### config.mk
export PLATFORM = sky130hd
export DESIGN_NAME = rc_pwm_to_throttle_and_stepper_ctrl_top
export DESIGN_NICKNAME = d
export VERILOG_FILES = /design/src/hdl/rc_ctrl_pkg.sv /design/src/hdl/rc_pwm_to_throttle_and_stepper_ctrl_top.sv
export SDC_FILE = /design/constraint.sdc
export NUM_CORES = 2
export LEC_CHECK = 0
export BUFFER_PORTS_ARGS = -buffer_cell sky130_fd_sc_hd__buf_2
export CORE_MARGIN = 2
export CORE_UTILIZATION = 55
export CTS_CLUSTER_SIZE = 40
export DETAILED_ROUTE_END_ITERATION = 10
export PLACE_DENSITY = 0.72
export SYNTH_ARGS = -nofsm -noshare
export SYNTH_HDL_FRONTEND = slang
export SYNTH_SLANG_ARGS = --single-unit
### constraint.sdc
create_clock -name clock -period 29.6 [get_ports clock]
set_input_delay 0 -clock clock [delete_from_list [all_inputs] [get_ports clock]]
set_output_delay 0 -clock clock [all_outputs]
set_load 0.005 [all_outputs]
### src/hdl/rc_ctrl_pkg.sv
// shared widths, register codes and fixed-point constants for the rc steering/throttle controller
`default_nettype none

package rc_ctrl_pkg;

   // signed stepper count width (8..16)
   localparam int COUNT_BITS = 13;

   localparam int DUTY_BITS  = 17;
   localparam int POS_BITS   = 11;
   localparam int HOLD_BITS  = 11;
   localparam int DEAD_BITS  = 10;
   localparam int LIMIT_BITS = 11;
   localparam int DRIVE_BITS = 7;
   localparam int OVR_BITS   = 4;
   localparam int GOAL_BITS  = 13;
   localparam int SUM_BITS   = ((COUNT_BITS > GOAL_BITS) ? COUNT_BITS : GOAL_BITS) + 1;
   localparam int CNT_MAX    = (2 ** (COUNT_BITS - 1)) - 1;
   localparam int CNT_MIN    = -(2 ** (COUNT_BITS - 1));

   // pipeline: input, averages, scaled products, quotients, mapped values, goal, result
   localparam int STAGES = 7;

   // register file
   localparam int CSR_ADDR_BITS  = 5;
   localparam int CSR_DATA_BITS  = 32;
   localparam int CSR_INDEX_BITS = 3;

   localparam logic [CSR_INDEX_BITS-1:0] REG_SWITCH_THRESHOLD = 3'd0;
   localparam logic [CSR_INDEX_BITS-1:0] REG_THROTTLE_MINIMUM = 3'd1;
   localparam logic [CSR_INDEX_BITS-1:0] REG_STEERING_MINIMUM = 3'd2;
   localparam logic [CSR_INDEX_BITS-1:0] REG_HOLD_WINDOW      = 3'd3;
   localparam logic [CSR_INDEX_BITS-1:0] REG_DEAD_ZONE        = 3'd4;
   localparam logic [CSR_INDEX_BITS-1:0] REG_TURN_LIMIT       = 3'd5;
   localparam logic [CSR_INDEX_BITS-1:0] REG_BRAKE_TARGET     = 3'd6;
   localparam logic [CSR_INDEX_BITS-1:0] REG_DRIVE_LEVEL      = 3'd7;

   localparam logic [DUTY_BITS-1:0]  RST_SWITCH_THRESHOLD = 17'd9008;
   localparam logic [DUTY_BITS-1:0]  RST_THROTTLE_MINIMUM = 17'd5563;
   localparam logic [DUTY_BITS-1:0]  RST_STEERING_MINIMUM = 17'd7462;
   localparam logic [HOLD_BITS-1:0]  RST_HOLD_WINDOW      = 11'd32;
   localparam logic [DEAD_BITS-1:0]  RST_DEAD_ZONE        = 10'd32;
   localparam logic [LIMIT_BITS-1:0] RST_TURN_LIMIT       = 11'd707;
   localparam logic [LIMIT_BITS-1:0] RST_BRAKE_TARGET     = 11'd1412;
   localparam logic [DRIVE_BITS-1:0] RST_DRIVE_LEVEL      = 7'd20;

   localparam logic [DUTY_BITS-1:0] RST_KILL_AVERAGE     = 17'd5563;
   localparam logic [DUTY_BITS-1:0] RST_BRAKE_AVERAGE    = 17'd5563;
   localparam logic [DUTY_BITS-1:0] RST_STEER_AVERAGE    = 17'd10638;
   localparam logic [DUTY_BITS-1:0] RST_THROTTLE_AVERAGE = 17'd5563;

   // slow filter: floor((100*avg + x) / 101) as multiply by 2^31/101 rounded up
   localparam int AVG_SUM_BITS   = 24;
   localparam int AVG_RECIP_BITS = 25;
   localparam int AVG_PROD_BITS  = AVG_SUM_BITS + AVG_RECIP_BITS;
   localparam int AVG_SHIFT      = 31;
   localparam logic [6:0] AVG_WEIGHT = 7'd100;
   localparam logic [AVG_RECIP_BITS-1:0] AVG_RECIP = 25'd21262215;

   // throttle: |d|*1000/689, reciprocal 2^37/689 rounded up
   localparam int THR_MAG_BITS   = 27;
   localparam int THR_RECIP_BITS = 28;
   localparam int THR_PROD_BITS  = THR_MAG_BITS + THR_RECIP_BITS;
   localparam int THR_SHIFT      = 37;
   localparam int THR_QUO_BITS   = THR_PROD_BITS - THR_SHIFT;
   localparam logic [9:0] THR_SCALE = 10'd1000;
   localparam logic [THR_RECIP_BITS-1:0] THR_RECIP = 28'd199475985;
   localparam int THR_OFFSET = 1800;
   localparam int DUTY_FULL  = 100000;

   // steering: |d|*1600/6351, reciprocal 2^41/6351 rounded up
   localparam int STR_MAG_BITS   = 28;
   localparam int STR_RECIP_BITS = 29;
   localparam int STR_PROD_BITS  = STR_MAG_BITS + STR_RECIP_BITS;
   localparam int STR_SHIFT      = 41;
   localparam int STR_QUO_BITS   = STR_PROD_BITS - STR_SHIFT;
   localparam logic [10:0] STR_SCALE = 11'd1600;
   localparam logic [STR_RECIP_BITS-1:0] STR_RECIP = 29'd346248348;
   localparam int POS_FULL   = 1600;
   localparam int POS_CENTRE = 800;

   localparam logic [DRIVE_BITS-1:0] DRIVE_MAX = 7'd100;
   localparam logic [OVR_BITS-1:0]   OVR_ALL   = 4'hF;

endpackage

`default_nettype wire

### src/hdl/rc_pwm_to_throttle_and_stepper_ctrl_top.sv
// rc duty samples to throttle duty, relay enable and stepper target/direction/drive
// an accepted transaction moves through the input, average, product, quotient, mapped, goal and
// result registers to rsp_valid; throughput: one transaction per cycle unless rsp_ready
// stalls the seven-register pipeline (skid-free bubble collapse); each filter and hold state
// sits in a single stage; reset (synchronous, active high) empties the pipeline, restores all
// csr values and the filter averages, held position and last direction to their defaults
`default_nettype none

module rc_pwm_to_throttle_and_stepper_ctrl_top import rc_ctrl_pkg::*; (
   input  wire logic                         clock,
   input  wire logic                         reset,
   // input samples
   input  wire logic                         req_valid,
   output logic                              req_ready,
   input  wire logic [DUTY_BITS-1:0]         req_kill_duty,
   input  wire logic [DUTY_BITS-1:0]         req_steer_duty,
   input  wire logic [DUTY_BITS-1:0]         req_throttle_duty,
   input  wire logic [DUTY_BITS-1:0]         req_brake_duty,
   input  wire logic signed [COUNT_BITS-1:0] req_step_count,
   input  wire logic                         req_allow_cw,
   input  wire logic                         req_allow_ccw,
   input  wire logic [OVR_BITS-1:0]          req_override_bits,
   // results
   output logic                              rsp_valid,
   input  wire logic                         rsp_ready,
   output logic [DUTY_BITS-1:0]              rsp_throttle_out,
   output logic                              rsp_relays_on,
   output logic signed [COUNT_BITS-1:0]      rsp_target_counts,
   output logic                              rsp_stepper_dir,
   output logic [DRIVE_BITS-1:0]             rsp_stepper_drive,
   // register port
   input  wire logic                         csr_psel,
   input  wire logic                         csr_penable,
   input  wire logic                         csr_pwrite,
   input  wire logic [CSR_ADDR_BITS-1:0]     csr_paddr,
   input  wire logic [CSR_DATA_BITS-1:0]     csr_pwdata,
   output logic [CSR_DATA_BITS-1:0]          csr_prdata,
   output logic                              csr_pready
);

   // ---------------------------------------------------------------- registers
   logic [DUTY_BITS-1:0]  switch_threshold_ff;
   logic [DUTY_BITS-1:0]  throttle_minimum_ff;
   logic [DUTY_BITS-1:0]  steering_minimum_ff;
   logic [HOLD_BITS-1:0]  hold_window_ff;
   logic [DEAD_BITS-1:0]  dead_zone_ff;
   logic [LIMIT_BITS-1:0] turn_limit_ff;
   logic [LIMIT_BITS-1:0] brake_target_ff;
   logic [DRIVE_BITS-1:0] drive_level_ff;

   logic                      csr_write;
   logic [CSR_INDEX_BITS-1:0] csr_index;

   assign csr_pready = 1'b1;
   assign csr_write  = csr_psel && csr_penable && csr_pwrite && csr_pready;
   assign csr_index  = csr_paddr[CSR_ADDR_BITS-1:2];

   always_ff @(posedge clock) begin
      if (reset) begin
         switch_threshold_ff <= RST_SWITCH_THRESHOLD;
         throttle_minimum_ff <= RST_THROTTLE_MINIMUM;
         steering_minimum_ff <= RST_STEERING_MINIMUM;
         hold_window_ff      <= RST_HOLD_WINDOW;
         dead_zone_ff        <= RST_DEAD_ZONE;
         turn_limit_ff       <= RST_TURN_LIMIT;
         brake_target_ff     <= RST_BRAKE_TARGET;
         drive_level_ff      <= RST_DRIVE_LEVEL;
      end else if (csr_write) begin
         case (csr_index)
            REG_SWITCH_THRESHOLD: switch_threshold_ff <= csr_pwdata[DUTY_BITS-1:0];
            REG_THROTTLE_MINIMUM: throttle_minimum_ff <= csr_pwdata[DUTY_BITS-1:0];
            REG_STEERING_MINIMUM: steering_minimum_ff <= csr_pwdata[DUTY_BITS-1:0];
            REG_HOLD_WINDOW:      hold_window_ff      <= csr_pwdata[HOLD_BITS-1:0];
            REG_DEAD_ZONE:        dead_zone_ff        <= csr_pwdata[DEAD_BITS-1:0];
            REG_TURN_LIMIT:       turn_limit_ff       <= csr_pwdata[LIMIT_BITS-1:0];
            REG_BRAKE_TARGET:     brake_target_ff     <= csr_pwdata[LIMIT_BITS-1:0];
            REG_DRIVE_LEVEL:      drive_level_ff      <= csr_pwdata[DRIVE_BITS-1:0];
            default: ;
         endcase
      end
   end

   always_comb begin
      case (csr_index)
         REG_SWITCH_THRESHOLD: csr_prdata = CSR_DATA_BITS'(switch_threshold_ff);
         REG_THROTTLE_MINIMUM: csr_prdata = CSR_DATA_BITS'(throttle_minimum_ff);
         REG_STEERING_MINIMUM: csr_prdata = CSR_DATA_BITS'(steering_minimum_ff);
         REG_HOLD_WINDOW:      csr_prdata = CSR_DATA_BITS'(hold_window_ff);
         REG_DEAD_ZONE:        csr_prdata = CSR_DATA_BITS'(dead_zone_ff);
         REG_TURN_LIMIT:       csr_prdata = CSR_DATA_BITS'(turn_limit_ff);
         REG_BRAKE_TARGET:     csr_prdata = CSR_DATA_BITS'(brake_target_ff);
         REG_DRIVE_LEVEL:      csr_prdata = CSR_DATA_BITS'(drive_level_ff);
         default:              csr_prdata = '0;
      endcase
   end

   // ---------------------------------------------------------- pipeline control
   logic [STAGES-1:0] vld_ff;
   logic [STAGES-1:0] vld_in;
   logic [STAGES-1:0] stg_ready;
   logic [STAGES-1:0] stg_load;

   // a stage takes a new transaction when it is empty or its occupant moves on
   always_comb begin
      stg_ready[STAGES-1] = !vld_ff[STAGES-1] || rsp_ready;
      for (int i = STAGES - 2; i >= 0; i--) begin
         stg_ready[i] = !vld_ff[i] || stg_ready[i+1];
      end
      stg_load[0] = req_valid && stg_ready[0];
      for (int i = 1; i < STAGES; i++) begin
         stg_load[i] = vld_ff[i-1] && stg_ready[i];
      end
      for (int i = 0; i < STAGES - 1; i++) begin
         vld_in[i] = stg_load[i] || (vld_ff[i] && !stg_ready[i+1]);
      end
      vld_in[STAGES-1] = stg_load[STAGES-1] || (vld_ff[STAGES-1] && !rsp_ready);
   end

   always_ff @(posedge clock) begin
      if (reset) begin
         vld_ff <= '0;
      end else begin
         vld_ff <= vld_in;
      end
   end

   assign req_ready = stg_ready[0];
   assign rsp_valid = vld_ff[STAGES-1];

   // ------------------------------------------------------- stage 1: input
   logic [DUTY_BITS-1:0]         s1_kill_ff, s1_steer_ff, s1_thr_ff, s1_brake_ff;
   logic signed [COUNT_BITS-1:0] s1_count_ff;
   logic                         s1_cw_ff, s1_ccw_ff;
   logic [OVR_BITS-1:0]          s1_ovr_ff;

   always_ff @(posedge clock) begin
      if (stg_load[0]) begin
         s1_kill_ff  <= req_kill_duty;
         s1_steer_ff <= req_steer_duty;
         s1_thr_ff   <= req_throttle_duty;
         s1_brake_ff <= req_brake_duty;
         s1_count_ff <= req_step_count;
         s1_cw_ff    <= req_allow_cw;
         s1_ccw_ff   <= req_allow_ccw;
         s1_ovr_ff   <= req_override_bits;
      end
   end

   // ------------------------------------------------- stage 2: filter averages
   logic [DUTY_BITS-1:0]     kill_avg_ff, brake_avg_ff, steer_avg_ff, thr_avg_ff;
   logic [DUTY_BITS-1:0]     kill_avg_in, brake_avg_in, steer_avg_in, thr_avg_in;
   logic [AVG_SUM_BITS-1:0]  kill_sum, brake_sum;
   logic [AVG_PROD_BITS-1:0] kill_prod, brake_prod;
   logic [DUTY_BITS:0]       steer_sum, thr_sum;

   always_comb begin
      kill_sum  = AVG_SUM_BITS'(kill_avg_ff) * AVG_SUM_BITS'(AVG_WEIGHT)
                + AVG_SUM_BITS'(s1_kill_ff);
      brake_sum = AVG_SUM_BITS'(brake_avg_ff) * AVG_SUM_BITS'(AVG_WEIGHT)
                + AVG_SUM_BITS'(s1_brake_ff);
      kill_prod  = AVG_PROD_BITS'(kill_sum) * AVG_PROD_BITS'(AVG_RECIP);
      brake_prod = AVG_PROD_BITS'(brake_sum) * AVG_PROD_BITS'(AVG_RECIP);
      kill_avg_in  = kill_prod[AVG_SHIFT +: DUTY_BITS];
      brake_avg_in = brake_prod[AVG_SHIFT +: DUTY_BITS];
      steer_sum = {1'b0, steer_avg_ff} + {1'b0, s1_steer_ff};
      thr_sum   = {1'b0, thr_avg_ff} + {1'b0, s1_thr_ff};
      steer_avg_in = steer_sum[DUTY_BITS:1];
      thr_avg_in   = thr_sum[DUTY_BITS:1];
   end

   always_ff @(posedge clock) begin
      if (reset) begin
         kill_avg_ff  <= RST_KILL_AVERAGE;
         brake_avg_ff <= RST_BRAKE_AVERAGE;
         steer_avg_ff <= RST_STEER_AVERAGE;
         thr_avg_ff   <= RST_THROTTLE_AVERAGE;
      end else if (stg_load[1]) begin
         kill_avg_ff  <= kill_avg_in;
         brake_avg_ff <= brake_avg_in;
         steer_avg_ff <= steer_avg_in;
         thr_avg_ff   <= thr_avg_in;
      end
   end

   // the averages themselves are the stage 2 payload for the transaction in it
   logic signed [COUNT_BITS-1:0] s2_count_ff;
   logic                         s2_cw_ff, s2_ccw_ff, s2_ovr_all_ff;

   always_ff @(posedge clock) begin
      if (stg_load[1]) begin
         s2_count_ff    <= s1_count_ff;
         s2_cw_ff       <= s1_cw_ff;
         s2_ccw_ff      <= s1_ccw_ff;
         s2_ovr_all_ff  <= (s1_ovr_ff == OVR_ALL);
      end
   end

   // ------------------------------------------------ stage 3: scaled magnitudes
   logic                     thr_ge, str_ge;
   logic [DUTY_BITS-1:0]     thr_dmag, str_dmag;
   logic [THR_MAG_BITS-1:0]  thr_mag_in;
   logic [STR_MAG_BITS-1:0]  str_mag_in;

   always_comb begin
      thr_ge   = thr_avg_ff >= throttle_minimum_ff;
      str_ge   = steer_avg_ff >= steering_minimum_ff;
      thr_dmag = thr_ge ? (thr_avg_ff - throttle_minimum_ff) : (throttle_minimum_ff - thr_avg_ff);
      str_dmag = str_ge ? (steer_avg_ff - steering_minimum_ff)
                        : (steering_minimum_ff - steer_avg_ff);
      thr_mag_in = THR_MAG_BITS'(thr_dmag) * THR_MAG_BITS'(THR_SCALE);
      str_mag_in = STR_MAG_BITS'(str_dmag) * STR_MAG_BITS'(STR_SCALE);
   end

   logic [THR_MAG_BITS-1:0]      s3_thr_mag_ff;
   logic [STR_MAG_BITS-1:0]      s3_str_mag_ff;
   logic                         s3_thr_neg_ff, s3_str_neg_ff;
   logic                         s3_relays_ff, s3_brake_ff;
   logic signed [COUNT_BITS-1:0] s3_count_ff;
   logic                         s3_cw_ff, s3_ccw_ff;

   always_ff @(posedge clock) begin
      if (stg_load[2]) begin
         s3_thr_mag_ff <= thr_mag_in;
         s3_str_mag_ff <= str_mag_in;
         s3_thr_neg_ff <= !thr_ge;
         s3_str_neg_ff <= !str_ge;
         s3_relays_ff  <= (kill_avg_ff < switch_threshold_ff) || s2_ovr_all_ff;
         s3_brake_ff   <= brake_avg_ff >= switch_threshold_ff;
         s3_count_ff   <= s2_count_ff;
         s3_cw_ff      <= s2_cw_ff;
         s3_ccw_ff     <= s2_ccw_ff;
      end
   end

   // ------------------------------------------ stage 4: constant-divisor quotients
   logic [THR_PROD_BITS-1:0] thr_prod;
   logic [STR_PROD_BITS-1:0] str_prod;

   assign thr_prod = THR_PROD_BITS'(s3_thr_mag_ff) * THR_PROD_BITS'(THR_RECIP);
   assign str_prod = STR_PROD_BITS'(s3_str_mag_ff) * STR_PROD_BITS'(STR_RECIP);

   logic [THR_QUO_BITS-1:0]      s4_thr_quo_ff;
   logic [STR_QUO_BITS-1:0]      s4_str_quo_ff;
   logic                         s4_thr_neg_ff, s4_str_neg_ff;
   logic                         s4_relays_ff, s4_brake_ff;
   logic signed [COUNT_BITS-1:0] s4_count_ff;
   logic                         s4_cw_ff, s4_ccw_ff;

   always_ff @(posedge clock) begin
      if (stg_load[3]) begin
         s4_thr_quo_ff <= thr_prod[THR_SHIFT +: THR_QUO_BITS];
         s4_str_quo_ff <= str_prod[STR_SHIFT +: STR_QUO_BITS];
         s4_thr_neg_ff <= s3_thr_neg_ff;
         s4_str_neg_ff <= s3_str_neg_ff;
         s4_relays_ff  <= s3_relays_ff;
         s4_brake_ff   <= s3_brake_ff;
         s4_count_ff   <= s3_count_ff;
         s4_cw_ff      <= s3_cw_ff;
         s4_ccw_ff     <= s3_ccw_ff;
      end
   end

   // ------------------------------------------ stage 5: throttle duty and position
   logic [THR_QUO_BITS:0]   thr_up;
   logic [DUTY_BITS-1:0]    thr_out_in;
   logic [POS_BITS-1:0]     pos_in;

   always_comb begin
      thr_up = (THR_QUO_BITS + 1)'(s4_thr_quo_ff) + (THR_QUO_BITS + 1)'(THR_OFFSET);
      if (s4_thr_neg_ff) begin
         if (s4_thr_quo_ff > THR_QUO_BITS'(THR_OFFSET)) begin
            thr_out_in = '0;
         end else begin
            thr_out_in = DUTY_BITS'(THR_OFFSET) - DUTY_BITS'(s4_thr_quo_ff);
         end
      end else if (thr_up > (THR_QUO_BITS + 1)'(DUTY_FULL)) begin
         thr_out_in = DUTY_BITS'(DUTY_FULL);
      end else begin
         thr_out_in = thr_up[DUTY_BITS-1:0];
      end

      // a negative quotient truncates to zero or below, both clamp to zero
      if (s4_str_neg_ff) begin
         pos_in = '0;
      end else if (s4_str_quo_ff > STR_QUO_BITS'(POS_FULL)) begin
         pos_in = POS_BITS'(POS_FULL);
      end else begin
         pos_in = s4_str_quo_ff[POS_BITS-1:0];
      end
   end

   logic [DUTY_BITS-1:0]         s5_thr_out_ff;
   logic [POS_BITS-1:0]          s5_pos_ff;
   logic                         s5_relays_ff, s5_brake_ff;
   logic signed [COUNT_BITS-1:0] s5_count_ff;
   logic                         s5_cw_ff, s5_ccw_ff;

   always_ff @(posedge clock) begin
      if (stg_load[4]) begin
         s5_thr_out_ff <= thr_out_in;
         s5_pos_ff     <= pos_in;
         s5_relays_ff  <= s4_relays_ff;
         s5_brake_ff   <= s4_brake_ff;
         s5_count_ff   <= s4_count_ff;
         s5_cw_ff      <= s4_cw_ff;
         s5_ccw_ff     <= s4_ccw_ff;
      end
   end

   // ------------------------------------------------ stage 6: hold band and goal
   logic [HOLD_BITS-1:0]        held_pos_ff;
   logic                        in_band;
   logic [POS_BITS-1:0]         pos_used;
   logic signed [GOAL_BITS-1:0] pos_s, held_s, win_s, dz_s, tl_s, bt_s;
   logic signed [GOAL_BITS-1:0] goal_raw, goal_in;

   always_comb begin
      pos_s  = $signed(GOAL_BITS'(s5_pos_ff));
      held_s = $signed(GOAL_BITS'(held_pos_ff));
      win_s  = $signed(GOAL_BITS'(hold_window_ff));
      dz_s   = $signed(GOAL_BITS'(dead_zone_ff));
      tl_s   = $signed(GOAL_BITS'(turn_limit_ff));
      bt_s   = $signed(GOAL_BITS'(brake_target_ff));

      in_band  = (pos_s < held_s + win_s) && (pos_s > held_s - win_s);
      pos_used = in_band ? held_pos_ff : s5_pos_ff;
      goal_raw = $signed(GOAL_BITS'(pos_used)) - $signed(GOAL_BITS'(POS_CENTRE));

      if (s5_brake_ff) begin
         goal_in = (s5_count_ff >= 0) ? bt_s : -bt_s;
      end else if (goal_raw >= -dz_s && goal_raw <= dz_s) begin
         // dead zone wins even over a smaller turn limit
         goal_in = '0;
      end else if (goal_raw > tl_s) begin
         goal_in = tl_s;
      end else if (goal_raw < -tl_s) begin
         goal_in = -tl_s;
      end else begin
         goal_in = goal_raw;
      end
   end

   // held position only moves while the brake is off and the new position leaves the band
   always_ff @(posedge clock) begin
      if (reset) begin
         held_pos_ff <= '0;
      end else if (stg_load[5] && !s5_brake_ff && !in_band) begin
         held_pos_ff <= s5_pos_ff;
      end
   end

   logic signed [GOAL_BITS-1:0]  s6_goal_ff;
   logic [DUTY_BITS-1:0]         s6_thr_out_ff;
   logic                         s6_relays_ff;
   logic signed [COUNT_BITS-1:0] s6_count_ff;
   logic                         s6_cw_ff, s6_ccw_ff;

   always_ff @(posedge clock) begin
      if (stg_load[5]) begin
         s6_goal_ff    <= goal_in;
         s6_thr_out_ff <= s5_thr_out_ff;
         s6_relays_ff  <= s5_relays_ff;
         s6_count_ff   <= s5_count_ff;
         s6_cw_ff      <= s5_cw_ff;
         s6_ccw_ff     <= s5_ccw_ff;
      end
   end

   // --------------------------------------------- stage 7: target and motion
   logic                         last_dir_ff;
   logic signed [SUM_BITS-1:0]   tgt_sum, tgt_half, tgt_sat;
   logic signed [COUNT_BITS-1:0] target_in;
   logic [DRIVE_BITS-1:0]        drive_lvl, drive_in;
   logic                         dir_in;

   always_comb begin
      tgt_sum  = SUM_BITS'(s6_goal_ff) + SUM_BITS'(s6_count_ff);
      // halve rounding toward zero
      tgt_half = (tgt_sum + $signed(SUM_BITS'(tgt_sum[SUM_BITS-1]))) >>> 1;
      if (tgt_half > $signed(SUM_BITS'(CNT_MAX))) begin
         tgt_sat = SUM_BITS'(CNT_MAX);
      end else if (tgt_half < $signed(SUM_BITS'(CNT_MIN))) begin
         tgt_sat = SUM_BITS'(CNT_MIN);
      end else begin
         tgt_sat = tgt_half;
      end
      target_in = $signed(tgt_sat[COUNT_BITS-1:0]);

      drive_lvl = (drive_level_ff > DRIVE_MAX) ? DRIVE_MAX : drive_level_ff;
      if (s6_count_ff > target_in && s6_cw_ff) begin
         dir_in   = 1'b0;
         drive_in = drive_lvl;
      end else if (s6_count_ff < target_in && s6_ccw_ff) begin
         dir_in   = 1'b1;
         drive_in = drive_lvl;
      end else begin
         dir_in   = last_dir_ff;
         drive_in = '0;
      end
   end

   always_ff @(posedge clock) begin
      if (reset) begin
         last_dir_ff <= 1'b0;
      end else if (stg_load[6]) begin
         last_dir_ff <= dir_in;
      end
   end

   logic [DUTY_BITS-1:0]         s7_thr_out_ff;
   logic                         s7_relays_ff;
   logic signed [COUNT_BITS-1:0] s7_target_ff;
   logic                         s7_dir_ff;
   logic [DRIVE_BITS-1:0]        s7_drive_ff;

   always_ff @(posedge clock) begin
      if (stg_load[6]) begin
         s7_thr_out_ff <= s6_thr_out_ff;
         s7_relays_ff  <= s6_relays_ff;
         s7_target_ff  <= target_in;
         s7_dir_ff     <= dir_in;
         s7_drive_ff   <= drive_in;
      end
   end

   assign rsp_throttle_out  = s7_thr_out_ff;
   assign rsp_relays_on     = s7_relays_ff;
   assign rsp_target_counts = s7_target_ff;
   assign rsp_stepper_dir   = s7_dir_ff;
   assign rsp_stepper_drive = s7_drive_ff;

endmodule

`default_nettype wire
Word level (Yosys, flattened, before mapping). Index checks and enable logic that the tools add are counted.

Add/sub/neg operators: 18. Multipliers: 8. Order comparisons: 19. Eq/ne operators: 8. Multiplexer cells: 20. Reductions and logical operators: 65.

Operator list (count): $pmux 32 s8 (1); $mul 24x25->48 const B (2); $mux 13 (7); $mux 17 (5); $sub 17x17->17 (4); $mul 17x5->22 const B (3); $mul 24x28->52 const B (1); $ge 17x17->1 (3); $mul 22x27->49 const B (1); $add 24x17->24 (2); $add 17x17->18 (2); $neg 11->13 (2); $gt 12x12->1 (2); $mul 17x7->24 const B (1); $logic_and 1x1->1 (22); $mux 11 (2); $mux 7 (3); $add 18x11->19 const B (1); $gt 19x17->1 const B (1); $gt 18x11->1 const B (1); $logic_not 1->1 (18); $lt 17x17->1 (1); $sub 11x17->17 const A (1); $gt 16x11->1 const B (1); 25 further kinds (51).

Register bits after elaboration: 539. Output and inout bits: 74.

Depth between registers and ports, before layout.
Depth after elaboration: 10. Gate-level depth with buffers: 46. Depth with buffers taken out: 46.

Worst setup path before layout. No wires, ideal clock.

Path type: flip-flop to flip-flop. Start: register kill_avg_ff[2]. End: register kill_avg_ff[14]. Setup time: 62 ps. Arrival time: 9811 ps. Required time: 29538 ps. Slack: 19727 ps. Stages on the path, launching flop included: 41. Buffers on the path: 0. Path through: dfxtp_1 > ha_1 > ha_1 > fa_1 > ha_1 > o21a_1 > a21oi_1 > nor2_1 > nor2_1 > xnor2_1 > ha_1 > nor2b_1 > o21ai_0 > o211ai_1 > a21o_1 > a21oi_1 > o21a_1 > xnor2_1 > [... 5 more ...] > fa_1 > inv_1 > fa_1 > inv_1 > fa_1 > fa_1 > ha_1 > a21o_1 > a221o_1 > a211oi_1 > o211ai_1 > a21o_1 > o21ai_1 > a21oi_1 > o21ai_1 > a21oi_1 > or4b_2 > nand3_1.

Cells in the longest elaborated chain, start to end: 3.

Ends and longest elaborated chain: from (decl) (RTL line rc_pwm_to_throttle_and_stepper_ctrl_top.sv:150) `logic [DUTY_BITS-1:0] kill_avg_ff, brake_avg_ff, steer_avg_ff, thr_avg_ff;`; from (signal assigned) (RTL line rc_pwm_to_throttle_and_stepper_ctrl_top.sv:178) `kill_avg_ff <= kill_avg_in;`; $mul 17x5->22 (RTL line rc_pwm_to_throttle_and_stepper_ctrl_top.sv:157) `kill_sum = AVG_SUM_BITS'(kill_avg_ff) * AVG_SUM_BITS'(AVG_WEIGHT)`; $add 24x17->24 (RTL line rc_pwm_to_throttle_and_stepper_ctrl_top.sv:158) `+ AVG_SUM_BITS'(s1_kill_ff);`; $mul 24x25->48 (RTL line rc_pwm_to_throttle_and_stepper_ctrl_top.sv:161) `kill_prod = AVG_PROD_BITS'(kill_sum) * AVG_PROD_BITS'(AVG_RECIP);`.

No other way between the ends. A chain may end at the register's enable or synchronous reset.

Worst setup path after layout.
Start: register kill_avg_ff[6]. End: register kill_avg_ff[14].

Same word-level chain as after synthesis.

==> impl_metrics.env <==
export IMPL_worst_pin_slew_ns=1.281
export IMPL_die_x_um=372.6
export IMPL_initial_core_util_pct=55.30
export IMPL_finClkSkew_ns=0.02510
export IMPL_die_h_um=372.6
export IMPL_fmax_ghz=0.08344
export IMPL_status="finished clean"
export IMPL_min_delay_start="req_allow_cw"
export IMPL_overflow=0
export IMPL_grt_pass1_vias=55190
export IMPL_synth_top_cell_area_share_pct=25.87
export IMPL_route_detailed_drc=0
export IMPL_crit_top_cell="inv_1"
export IMPL_io_pins=205
export IMPL_synth_edff_count=351
export IMPL_synth_top_cells_by_count="inv_1, ha_1, fa_1"
export IMPL_synth_area_leader_cell="ha_1"
export IMPL_clk_pin_slew_ns=0.06
export IMPL_ys_seq_elements=539
export IMPL_grt_antenna_before_repair=9
export IMPL_grtUsageTotal_pct=26.94
export IMPL_cp_arrival_ns=12.57
export IMPL_clkSinkCount=539
export IMPL_drt_pass1_iter_count=6
export IMPL_drv_cap=0
export IMPL_finalWeightedCongestion=0.9783
export IMPL_reg2reg_setup_slack_ns=17.62
export IMPL_ant_nets=0
export IMPL_cts_buffer_depth=3
export IMPL_min_period_ns=11.98
export IMPL_nets=10297
export IMPL_area_growth_pct=8.171
export IMPL_numCtsBuffers=66
export IMPL_fp_row_count=135
export IMPL_slowest_delay_ns=0.63
export IMPL_die_area_um2=138800
export IMPL_finalSetupTns_ns=0
export IMPL_cp_end_kind="flip-flop"
export IMPL_post_cts_buffers=0
export IMPL_post_route_period_util_pct=40.49
export IMPL_syn_area_um2=74720
export IMPL_path_class="reg -> reg"
export IMPL_synth_ff_type="edfxtp_1"
export IMPL_io_buffers=171
export IMPL_worstReg2RegEnd="kill_avg_ff[14]"
export IMPL_crit_required_ns=30.18
export IMPL_hold_class="in -> reg"
export IMPL_clk_latency_ns=0.67
export IMPL_synth_cell_types=94
export IMPL_cts_root_buf="clkbuf_16"
export IMPL_wirelength_um=182600
export IMPL_hold_path_depth=2
export IMPL_synth_avg_cell_area_um2=9.982
export IMPL_yosys_top_cells_area="ha_1, fa_1, edfxtp_1"
export IMPL_min_to="s1_cw_ff"
export IMPL_finalHoldViolCount=0
export IMPL_cp_max_fo=6
export IMPL_cp_slowest_cell="or4b_2"
export IMPL_cts_htree_levels=3
export IMPL_vias=52972
export IMPL_drive_gt1_share_pct=4.952
export IMPL_ys_seq_area_share_pct=19.14
export IMPL_avgViaCountPerCell=5.531
export IMPL_hpwl_um=151400
export IMPL_whs_ns=0.04822
export IMPL_maxSlewViolCount=0
export IMPL_relSlewSlack_pct=14.61
export IMPL_start_kind="flip-flop"
export IMPL_cts_tree="yes"
export IMPL_drt_initial_drc_count=3539
export IMPL_wl_per_cell_um=19.07
export IMPL_rsz0062_at_grt="no"
export IMPL_synth_warning_count=0
export IMPL_syn_inst=7486
export IMPL_worstReg2RegStart="kill_avg_ff[6]"
export IMPL_setup_viol=0
export IMPL_ys_async_sr_fraction_pct=0
export IMPL_grt_max_degree=96
export IMPL_grt_pass1_wl_um=293700
export IMPL_reg2reg_depth=40
export IMPL_synth_most_common_cell="inv_1"
export IMPL_coreArea_um2=135100
[worst max-delay path by stage]
stage | startpoint | to | slack, ns | depth (start not counted)
floorplan | kill_avg_ff[2] | kill_avg_ff[14] | 19.73 | 40
CTS | brake_avg_ff[2] | brake_avg_ff[16] | 17.68 | 42
global placement | kill_avg_ff[6] | kill_avg_ff[14] | 17.82 | 40
finish | kill_avg_ff[6] | kill_avg_ff[14] | 17.62 | 40
detailed placement | kill_avg_ff[6] | kill_avg_ff[14] | 17.71 | 40
global route | kill_avg_ff[4] | kill_avg_ff[14] | 16.93 | 41
[layer usage]
metal  up-vias  track usage [%]  routed length, um
met5         -                0                 60
met4        10            8.650               5894
met3       306            3.269              10760
met2      1534            45.36              87070
met1     25781            36.16              78850
li1      25341                -                  -
[through the flow]
stage	instance area (um2)	std cells	setup WS [ns]	util [%]
6_report	80830	9578	17.62	59.81
5_1_grt	80820	9576	16.93	59.81
4_1_cts	80820	9576	17.68	59.81
3_5_place_dp	77620	9350	17.71	57.44
3_3_place_gp	77620	9350	17.82	57.44
2_1_floorplan	74770	7500	19.73	-
[final cells by class]
type	instances	area [um2]
Inverter	1665	6250
Multi-Input combinational cell	5155	53690
Tap cell	1781	2228
Fill cell	11349	54300
Antenna cell	2	5.005
Sequential cell	539	14300
Clock inverter	37	391.6
Timing Repair Buffer	317	2222
Clock buffer	82	1742
[placed cells by master, fill, tap and decap left out, types with 26 or more instances in the layout]
cell and n:
nand3_1 79, nor2_1 259, or2_2 28, clkbuf_16 66, o21bai_1 47, buf_2 170
buf_4 40, mux2i_1 75, edfxtp_1 351, ha_1 1545, a211oi_1 39, nor2b_1 65
a21oi_1 394, dfxtp_1 188, o31ai_1 28, nand2b_1 42, nand4_1 52, o211ai_1 71
a31oi_1 39, nand2_1 378, or3_1 26, a21o_1 153, nor3_1 77, xnor2_1 200
o21a_1 60, xor2_1 102, and3_1 27, inv_1 1663, o21ai_0 177, dlygate4sd3_1 107
fa_1 877
[critical path, delay by kind of cell (launching register included)]
family	cells	cell delay, ns
xor gates and xnor gates	2	0.83
DFF	1	0.49
and+or+nand+nor	3	0.84
buffers and inverters	8	0.63
adders and majority gates	12	4.93
AOI/OAI and AO/OA	15	4.17
[kinds of logic after synthesis]
| kind of cell | after synthesis | share of synthesized area (%) |
|---|---|---|
| xor+xnor | 302 | 3.540 |
| buf+inv | 1806 | 9.169 |
| other cells | 2 | 0.01005 |
| simple gates | 1129 | 7.170 |
| mux | 87 | 1.216 |
| flops | 539 | 19.14 |
| compound gates | 1199 | 10.39 |
| fa+ha+maj | 2422 | 49.37 |
[sequential cells by signal, summed over array words and instances (netlist names), 16 cells and up]
name	cells
s1_thr_ff	17
rsp_throttle_out	17
s3_str_mag_ff	22
thr_avg_ff	17
s1_steer_ff	17
s1_kill_ff	17
steering_minimum_ff	17
s3_thr_mag_ff	24
s1_brake_ff	17
kill_avg_ff	17
throttle_minimum_ff	17
steer_avg_ff	17
s6_thr_out_ff	17
s4_thr_quo_ff	18
s5_thr_out_ff	17
brake_avg_ff	17
s4_str_quo_ff	16
switch_threshold_ff	17
[what timing repair did]
action / in CTS / in global routing
hold endpoints to repair: 238 / 0
resized for setup: 0 / 0
hold buffers: 107 / 0
Power is not shown: default switching activity piles up to over one toggle a cycle in this logic, so the estimate is an artifact.
